===== src/rtl/rrmh_pkg.sv =====
// shared types and constants of the round-robin mutex handoff unit
package rrmh_pkg;

  localparam int REQ_W  = 4;
  localparam int PART_W = 5;

  localparam logic [PART_W-1:0] PART_RESET = 5'd16;

  typedef enum logic {
    KIND_LOCK   = 1'b0,
    KIND_UNLOCK = 1'b1
  } kind_t;

  // outcome of the round-robin search
  typedef struct packed {
    logic             found;
    logic [REQ_W-1:0] holder;
  } pick_t;

endpackage


===== src/rtl/rrmh_search.sv =====
// round-robin pick of the next set request bit after the requester
module rrmh_search import rrmh_pkg::*; #(
  parameter int MAX_PARTICIPANTS = 16
) (
  input  logic [MAX_PARTICIPANTS-1:0] cand,
  input  logic [REQ_W-1:0]            requester,
  output pick_t                       pick
);

  localparam int IW = (MAX_PARTICIPANTS > 2) ? $clog2(MAX_PARTICIPANTS) : 1;

  logic [MAX_PARTICIPANTS-1:0] above;
  logic [MAX_PARTICIPANTS-1:0] upper;
  logic [MAX_PARTICIPANTS-1:0] pool;
  logic [MAX_PARTICIPANTS-1:0] first;
  logic [IW-1:0]               idx;

  always_comb begin
    for (int i = 0; i < MAX_PARTICIPANTS; i++) begin
      above[i] = (i > int'(requester));
    end
    upper = cand & above;
    // wrap to the bottom when nothing waits above the requester
    pool  = (|upper) ? upper : cand;
    first = pool & (~pool + {{(MAX_PARTICIPANTS-1){1'b0}}, 1'b1});
    idx   = '0;
    for (int i = 0; i < MAX_PARTICIPANTS; i++) begin
      if (first[i]) begin
        idx = idx | IW'(i);
      end
    end
    pick.found  = |cand;
    pick.holder = REQ_W'(idx);
  end

endmodule


===== src/rtl/round_robin_mutex_handoff_unit.sv =====
// top level of the round-robin mutex handoff unit
//
// hardware mutex kept as one request bit per participant. a lock word sets
// the requester's bit and reports granted when no other active bit was set;
// an unlock word clears the requester's bit and hands the lock to the next
// set bit found round-robin from requester+1, wrapping at the participant
// count. one word is taken every cycle (busy is low except during reset and
// the cycle after it); done rises one cycle after its word is taken, holds the
// result for exactly one cycle and must be captured at the edge that ends it,
// since there is no back-pressure. throughput is set by the single
// request-vector update per cycle: the input register feeds the mask and
// search logic, which writes the request bits and the result register at the
// same edge, so the next word always sees the previous word's update. the
// participant count (2 to MAX_PARTICIPANTS, values outside clamped) is written
// through cfg_we/cfg_wdata, by the user only while the unit is idle (unchecked).
// a requester >= count leaves the state alone: granted 0, handoff 0, own index.
module round_robin_mutex_handoff_unit import rrmh_pkg::*; #(
  parameter int MAX_PARTICIPANTS = 16
) (
  input  logic              clk,
  input  logic              rst,
  input  logic              start,
  output logic              busy,
  input  logic              kind,
  input  logic [REQ_W-1:0]  requester,
  input  logic              cfg_we,
  input  logic [PART_W-1:0] cfg_wdata,
  output logic              done,
  output logic              granted,
  output logic              handoff,
  output logic [REQ_W-1:0]  next_holder
);

  // wide enough for both the register and the clamp limit
  localparam int NW = $clog2(MAX_PARTICIPANTS + 1);
  localparam int CW = (NW > PART_W) ? NW : PART_W;

  // configuration
  logic [PART_W-1:0] participants;

  // input register
  logic              valid;
  kind_t             kind_q;
  logic [REQ_W-1:0]  req_q;

  // request vector
  logic [MAX_PARTICIPANTS-1:0] request_bits;
  logic [MAX_PARTICIPANTS-1:0] request_bits_next;

  // working signals
  logic [CW-1:0]               part_ext;
  logic [CW-1:0]               count;
  logic                        req_ok;
  logic [MAX_PARTICIPANTS-1:0] active;
  logic [MAX_PARTICIPANTS-1:0] own;
  logic [MAX_PARTICIPANTS-1:0] others;
  pick_t                       pick;
  logic                        granted_next;
  logic                        handoff_next;
  logic [REQ_W-1:0]            holder_next;

  always_ff @(posedge clk) begin
    if (rst) begin
      participants <= PART_RESET;
    end else if (cfg_we) begin
      participants <= cfg_wdata;
    end
  end

  // busy covers reset and the first cycle out of it
  always_ff @(posedge clk) begin
    busy <= rst;
  end

  always_ff @(posedge clk) begin
    if (rst) begin
      valid <= 1'b0;
    end else begin
      valid <= start && !busy;
    end
  end

  always_ff @(posedge clk) begin
    if (start && !busy) begin
      kind_q <= kind_t'(kind);
      req_q  <= requester;
    end
  end

  // clamp the participant count and build the masks
  always_comb begin
    part_ext = CW'(participants);
    if (part_ext < CW'(2)) begin
      count = CW'(2);
    end else if (part_ext > CW'(MAX_PARTICIPANTS)) begin
      count = CW'(MAX_PARTICIPANTS);
    end else begin
      count = part_ext;
    end
    req_ok = CW'(req_q) < count;
    for (int i = 0; i < MAX_PARTICIPANTS; i++) begin
      active[i] = CW'(i) < count;
      own[i]    = (i == int'(req_q));
    end
    // bits at or above the count are kept but masked out of the grant and search
    others = request_bits & active & ~own;
  end

  rrmh_search #(
    .MAX_PARTICIPANTS(MAX_PARTICIPANTS)
  ) u_search (
    .cand     (others),
    .requester(req_q),
    .pick     (pick)
  );

  always_comb begin
    request_bits_next = request_bits;
    granted_next      = 1'b0;
    handoff_next      = 1'b0;
    holder_next       = req_q;
    if (valid && req_ok) begin
      case (kind_q)
        KIND_LOCK: begin
          granted_next      = ~|others;
          request_bits_next = request_bits | own;
        end
        KIND_UNLOCK: begin
          request_bits_next = request_bits & ~own;
          handoff_next      = pick.found;
          if (pick.found) begin
            holder_next = pick.holder;
          end
        end
        default: begin
          request_bits_next = request_bits;
        end
      endcase
    end
  end

  always_ff @(posedge clk) begin
    if (rst) begin
      request_bits <= '0;
      done         <= 1'b0;
    end else begin
      request_bits <= request_bits_next;
      done         <= valid;
    end
  end

  // result register, one word per done strobe
  always_ff @(posedge clk) begin
    granted     <= granted_next;
    handoff     <= handoff_next;
    next_holder <= holder_next;
  end

endmodule


===== config.mk =====
export PLATFORM = sky130hd
export DESIGN_NAME = round_robin_mutex_handoff_unit
export DESIGN_NICKNAME = d
export VERILOG_FILES = /design/src/rtl/rrmh_pkg.sv /design/src/rtl/rrmh_search.sv /design/src/rtl/round_robin_mutex_handoff_unit.sv
export SDC_FILE = /design/constraint.sdc
export NUM_CORES = 1
export LEC_CHECK = 0
export BUFFER_PORTS_ARGS = -buffer_cell sky130_fd_sc_hd__buf_2
export CORE_ASPECT_RATIO = 1.75
export CORE_UTILIZATION = 45
export CTS_CLUSTER_DIAMETER = 60
export DETAILED_ROUTE_END_ITERATION = 7
export GPL_ROUTABILITY_DRIVEN = 0
export MAX_ROUTING_LAYER = met4
export SETUP_SLACK_MARGIN = 0.3
export SYNTH_ARGS = -nofsm -noshare
export SYNTH_HDL_FRONTEND = slang
export SYNTH_SLANG_ARGS = --single-unit

===== constraint.sdc =====
create_clock -name clk -period 3.5 [get_ports clk]
set_input_delay 0.175 -clock clk [delete_from_list [all_inputs] [get_ports clk]]
set_output_delay 0.175 -clock clk [all_outputs]
set_load 0.1 [all_outputs]

==> impl_summary.md <==
Status
The run finished with clean final reports.

Power
The analysis attributes to cell leakage a power of between 1 and 1.5 nW. The power density over cell area is just under 300 mW/mm². IR analysis of the VDD net gives a maximum drop of about 0.26 mV. Overall power consumption after layout is estimated at ~0.92 mW.

Die
The total core area is about 0.0055 mm². The die covers roughly 0.006 mm². The overall die height is 102 µm. The cell row count is 36. The number of ports placed on the die boundary is 22. The horizontal die dimension is approximately 60 µm.

The initial standard-cell utilization of the core is 0.467.

Global routing
Across every metal layer, demand over resource in global routing totals 0.298. The initial antenna violation count was 0. The maximum number of pins on one net before global-route repair is 25.

The first global-routing pass estimated between 10 and 15 mm of wire. The total grt overflow is 0. The number of global-route vias before repair is about 2500.

STA
The number of endpoints with negative hold slack in the final report is 0. Derived from the worst setup path, the maximum achievable clock frequency is roughly 330 MHz. In the finished design, the share of the clock period the worst path needs comes to 0.879.

The post-route setup TNS is 0 ns. The slew at the pin closest to its max-slew limit is 0.731 ns. Setup violations remaining at the end of the flow were counted as 0. Headroom to the max-slew limit came out at 0.512.

Setup repair after global routing left no endpoint under its margin. The smallest clock period supported by the final layout is computed as ~3 ns. The count of final max-slew check failures is 0.

Across the routed clock network, the largest skew measured is between 0.01 and 0.015 ns. The worst hold-check slack is between 0.03 and 0.04 ns.

Cells and area
The most frequent standard cell in the layout excluding fill and tap cells is sky130_fd_sc_hd__nor2_1. The proportion of layout cells with a drive suffix above 1 is 0.227. Compared with the post-synthesis result, the final layout area differs by 18.7%.

The post-route cell area is slightly above 0.003 mm². The top cell types in the final layout, fill and taps aside, are sky130_fd_sc_hd__nor2_1, sky130_fd_sc_hd__dfxtp_1, sky130_fd_sc_hd__buf_4. The repair_antennas step left the layout with diodes totalling 0. The number of nets in the finished design is roughly 380.

Fill cells in the final layout number about 540.

Logic synthesis
The synthesized netlist contains slightly above 70 unique library cells. Of all flip-flops after synthesis, the portion carrying an async set or reset was 0. The synthesized area per cell is about 8 µm².

For this run, the register share of the synthesized area comes to 0.290. Summing every instance area after synthesis gives 0.00259 mm². Counting every net in the synthesized netlist gives roughly 340. The number of warnings printed during yosys synthesis is 0.

The most used flip-flop cell after synthesis is sky130_fd_sc_hd__dfxtp_1. The synthesized instance count is approximately 330. Yosys mapped a number of flops with a built-in enable equal to 5.

The post-synthesis sequential element count is 35.

Setup path
Following the worst setup path forward leads to its endpoint at next_holder[2]. The worst register-to-register path ends at next_holder[2]. The setup check on the worst reg-to-reg path leaves a slack of 0.42 ns. The startpoint identified for the worst register-to-register timing path is req_q[2]. The startpoint type of the worst setup path is a flop. The slowest stage of the critical path belongs to the cell sky130_fd_sc_hd__or4_1. The critical path's largest stage delay is between 0.5 and 0.6 ns. In this run the worst path has a maximum fanout of 9. The worst path required time is between 3 and 4 ns. The kind of end point of the critical path is a flop. For the worst setup path, the data arrival time is approximately 3.3 ns. The critical path class is reg2reg.

The origin of the worst setup path is req_q[2]. The signal on the critical path passes through buf_4 > or4bb_1 > o211ai_1 > a211oi_2 > or3_1 > or4_1 > nor3b_4 > o211a_1 > a311o_1. The number of cells on the worst reg-to-reg path is 9.

Flow run
The max-cap violation count is 0.

Drt
The remaining routing DRC violations is 0. The number of vias in the routed layout is ~2800. The detailed-router iteration count before antenna repair is 5. The wire length per cell after detailed routing is between 15 and 20 µm. For this block, the initial DRC count from the detailed router was ~150. Once detail routing completed, the nets flagged for antenna violations numbered 0. The sum of routed wire length over all layers is roughly 8.3 mm. The number of vias per cell after detailed routing is around 6.3.

Place
In this run the tool buffered the top-level ports with 21 buffer cells. Detailed placement finished with a half-perimeter wire length of 6.02 mm. Summing all placed instances gives a cell area of approximately 0.0028 mm².

Clocking
The total clock buffers created by CTS is 5. No sink is reached through more buffers than the 2 on the longest clock path. The tree built by TritonCTS fans out to 35 sinks.

Clock-pin slew was measured on the worst setup and hold paths at approximately 0.080 ns. The root buffer selected by CTS is sky130_fd_sc_hd__clkbuf_8. The total number of H-tree levels is 2.

At the later pin of the worst-skew pair, clock insertion delay measures a little over 0.3 ns. TritonCTS built the clock tree.

Min path
The worst hold path belongs to the class in2reg.
==> power by group <==
part           switching [mW]  leakage (nW)  internal, mW
combinational           0.109         0.861        0.0566
sequential             0.0159         0.292         0.419
clock                   0.175        0.0408         0.142
==> repair_timing <==
| action | 4_1_cts | 5_1_grt |
|---|---|---|
| buffers inserted | 6 | 3 |
| hold buffers | 0 | 0 |
| setup endpoints to repair | 2 | 4 |
| gates resized for setup | 1 | 13 |
==> cell families (layout without fill, tap and decap cells) <==
logic type               count (synthesis)  after routing  synth area share
buffers and inverters                   40             75            0.0672
multiplexers                             5              5            0.0193
AND/OR/NAND/NOR                        116            116             0.242
flip-flops                              35             35             0.290
adder cells (fa/ha/maj)                  3              3            0.0145
AO/OA/AOI/OAI                          128            128             0.368
==> metrics by stage <==
stage          utilization  std cells  setup slack, ns
6_report             0.555        438            0.424
3_3_place_gp         0.511        421            0.250
4_1_cts              0.537        435            0.364
5_1_grt              0.555        438            0.298
2_1_floorplan            -        327            0.525
3_5_place_dp         0.511        421            0.233
==> worst min path at each step <==
stage	start	to	slack, ns	cells past startpoint
final	requester[2]	req_q[2]	0.03	1
after global routing	kind	kind_q	0.02	1
after CTS	requester[2]	req_q[2]	0.03	1
after detailed placement	requester[2]	req_q[2]	0.35	1
after global placement	kind	kind_q	0.35	1
after floorplan	rst	busy	0.20	0
==> per-layer routing <==
| layer | vias to the layer above | global-route usage | part of all wire | wire (µm) |
|---|---|---|---|---|
| li1 | 1318 | - | - | - |
| met1 | 1268 | 0.331 | 0.39 | 3240 |
| met2 | 123 | 0.478 | 0.48 | 4010 |
| met3 | 42 | 0.0430 | 0.054 | 446 |
| met4 | 0 | 0.207 | 0.070 | 583 |
| met5 | - | - | 0 | 0 |
==> final cells by class <==
| class | count | area [µm²] | area share |
|---|---|---|---|
| clock inverters | 3 | 23.8 | 0.00773 |
| repair buffers | 50 | 323 | 0.105 |
| well taps | 76 | 95.1 | 0.0309 |
| inverters | 17 | 63.8 | 0.0208 |
| flip-flops and latches | 35 | 752 | 0.245 |
| multi-input cells | 252 | 1750 | 0.569 |
| clock buffers | 5 | 68.8 | 0.0224 |
==> synth_stat cells, types with 5 or more instances <==
cell	number	area, µm²
sky130_fd_sc_hd__o211ai_1	8	60.1
sky130_fd_sc_hd__nor2b_1	7	43.8
sky130_fd_sc_hd__nor3_1	17	85.1
sky130_fd_sc_hd__nor2_1	32	120
sky130_fd_sc_hd__o21a_1	8	60.1
sky130_fd_sc_hd__a211oi_1	11	82.6
sky130_fd_sc_hd__dfxtp_1	30	601
sky130_fd_sc_hd__nand2_1	21	78.8
sky130_fd_sc_hd__mux2i_1	5	50.1
sky130_fd_sc_hd__inv_1	14	52.6
sky130_fd_sc_hd__a311oi_1	7	61.3
sky130_fd_sc_hd__a21oi_1	28	140
sky130_fd_sc_hd__clkbuf_1	14	52.6
sky130_fd_sc_hd__nand2b_1	7	43.8
sky130_fd_sc_hd__o21ai_0	13	65.1
sky130_fd_sc_hd__edfxtp_1	5	150
==> critical path: cells and delay by family, from the launching register on <==
family                 cells  cell delay, ns
buffers and inverters      1            0.18
AND/OR/NAND/NOR            4            1.60
AO/OA/AOI/OAI              4            0.73
flip-flops                 1            0.46
Power figures use the tool's default switching activity.
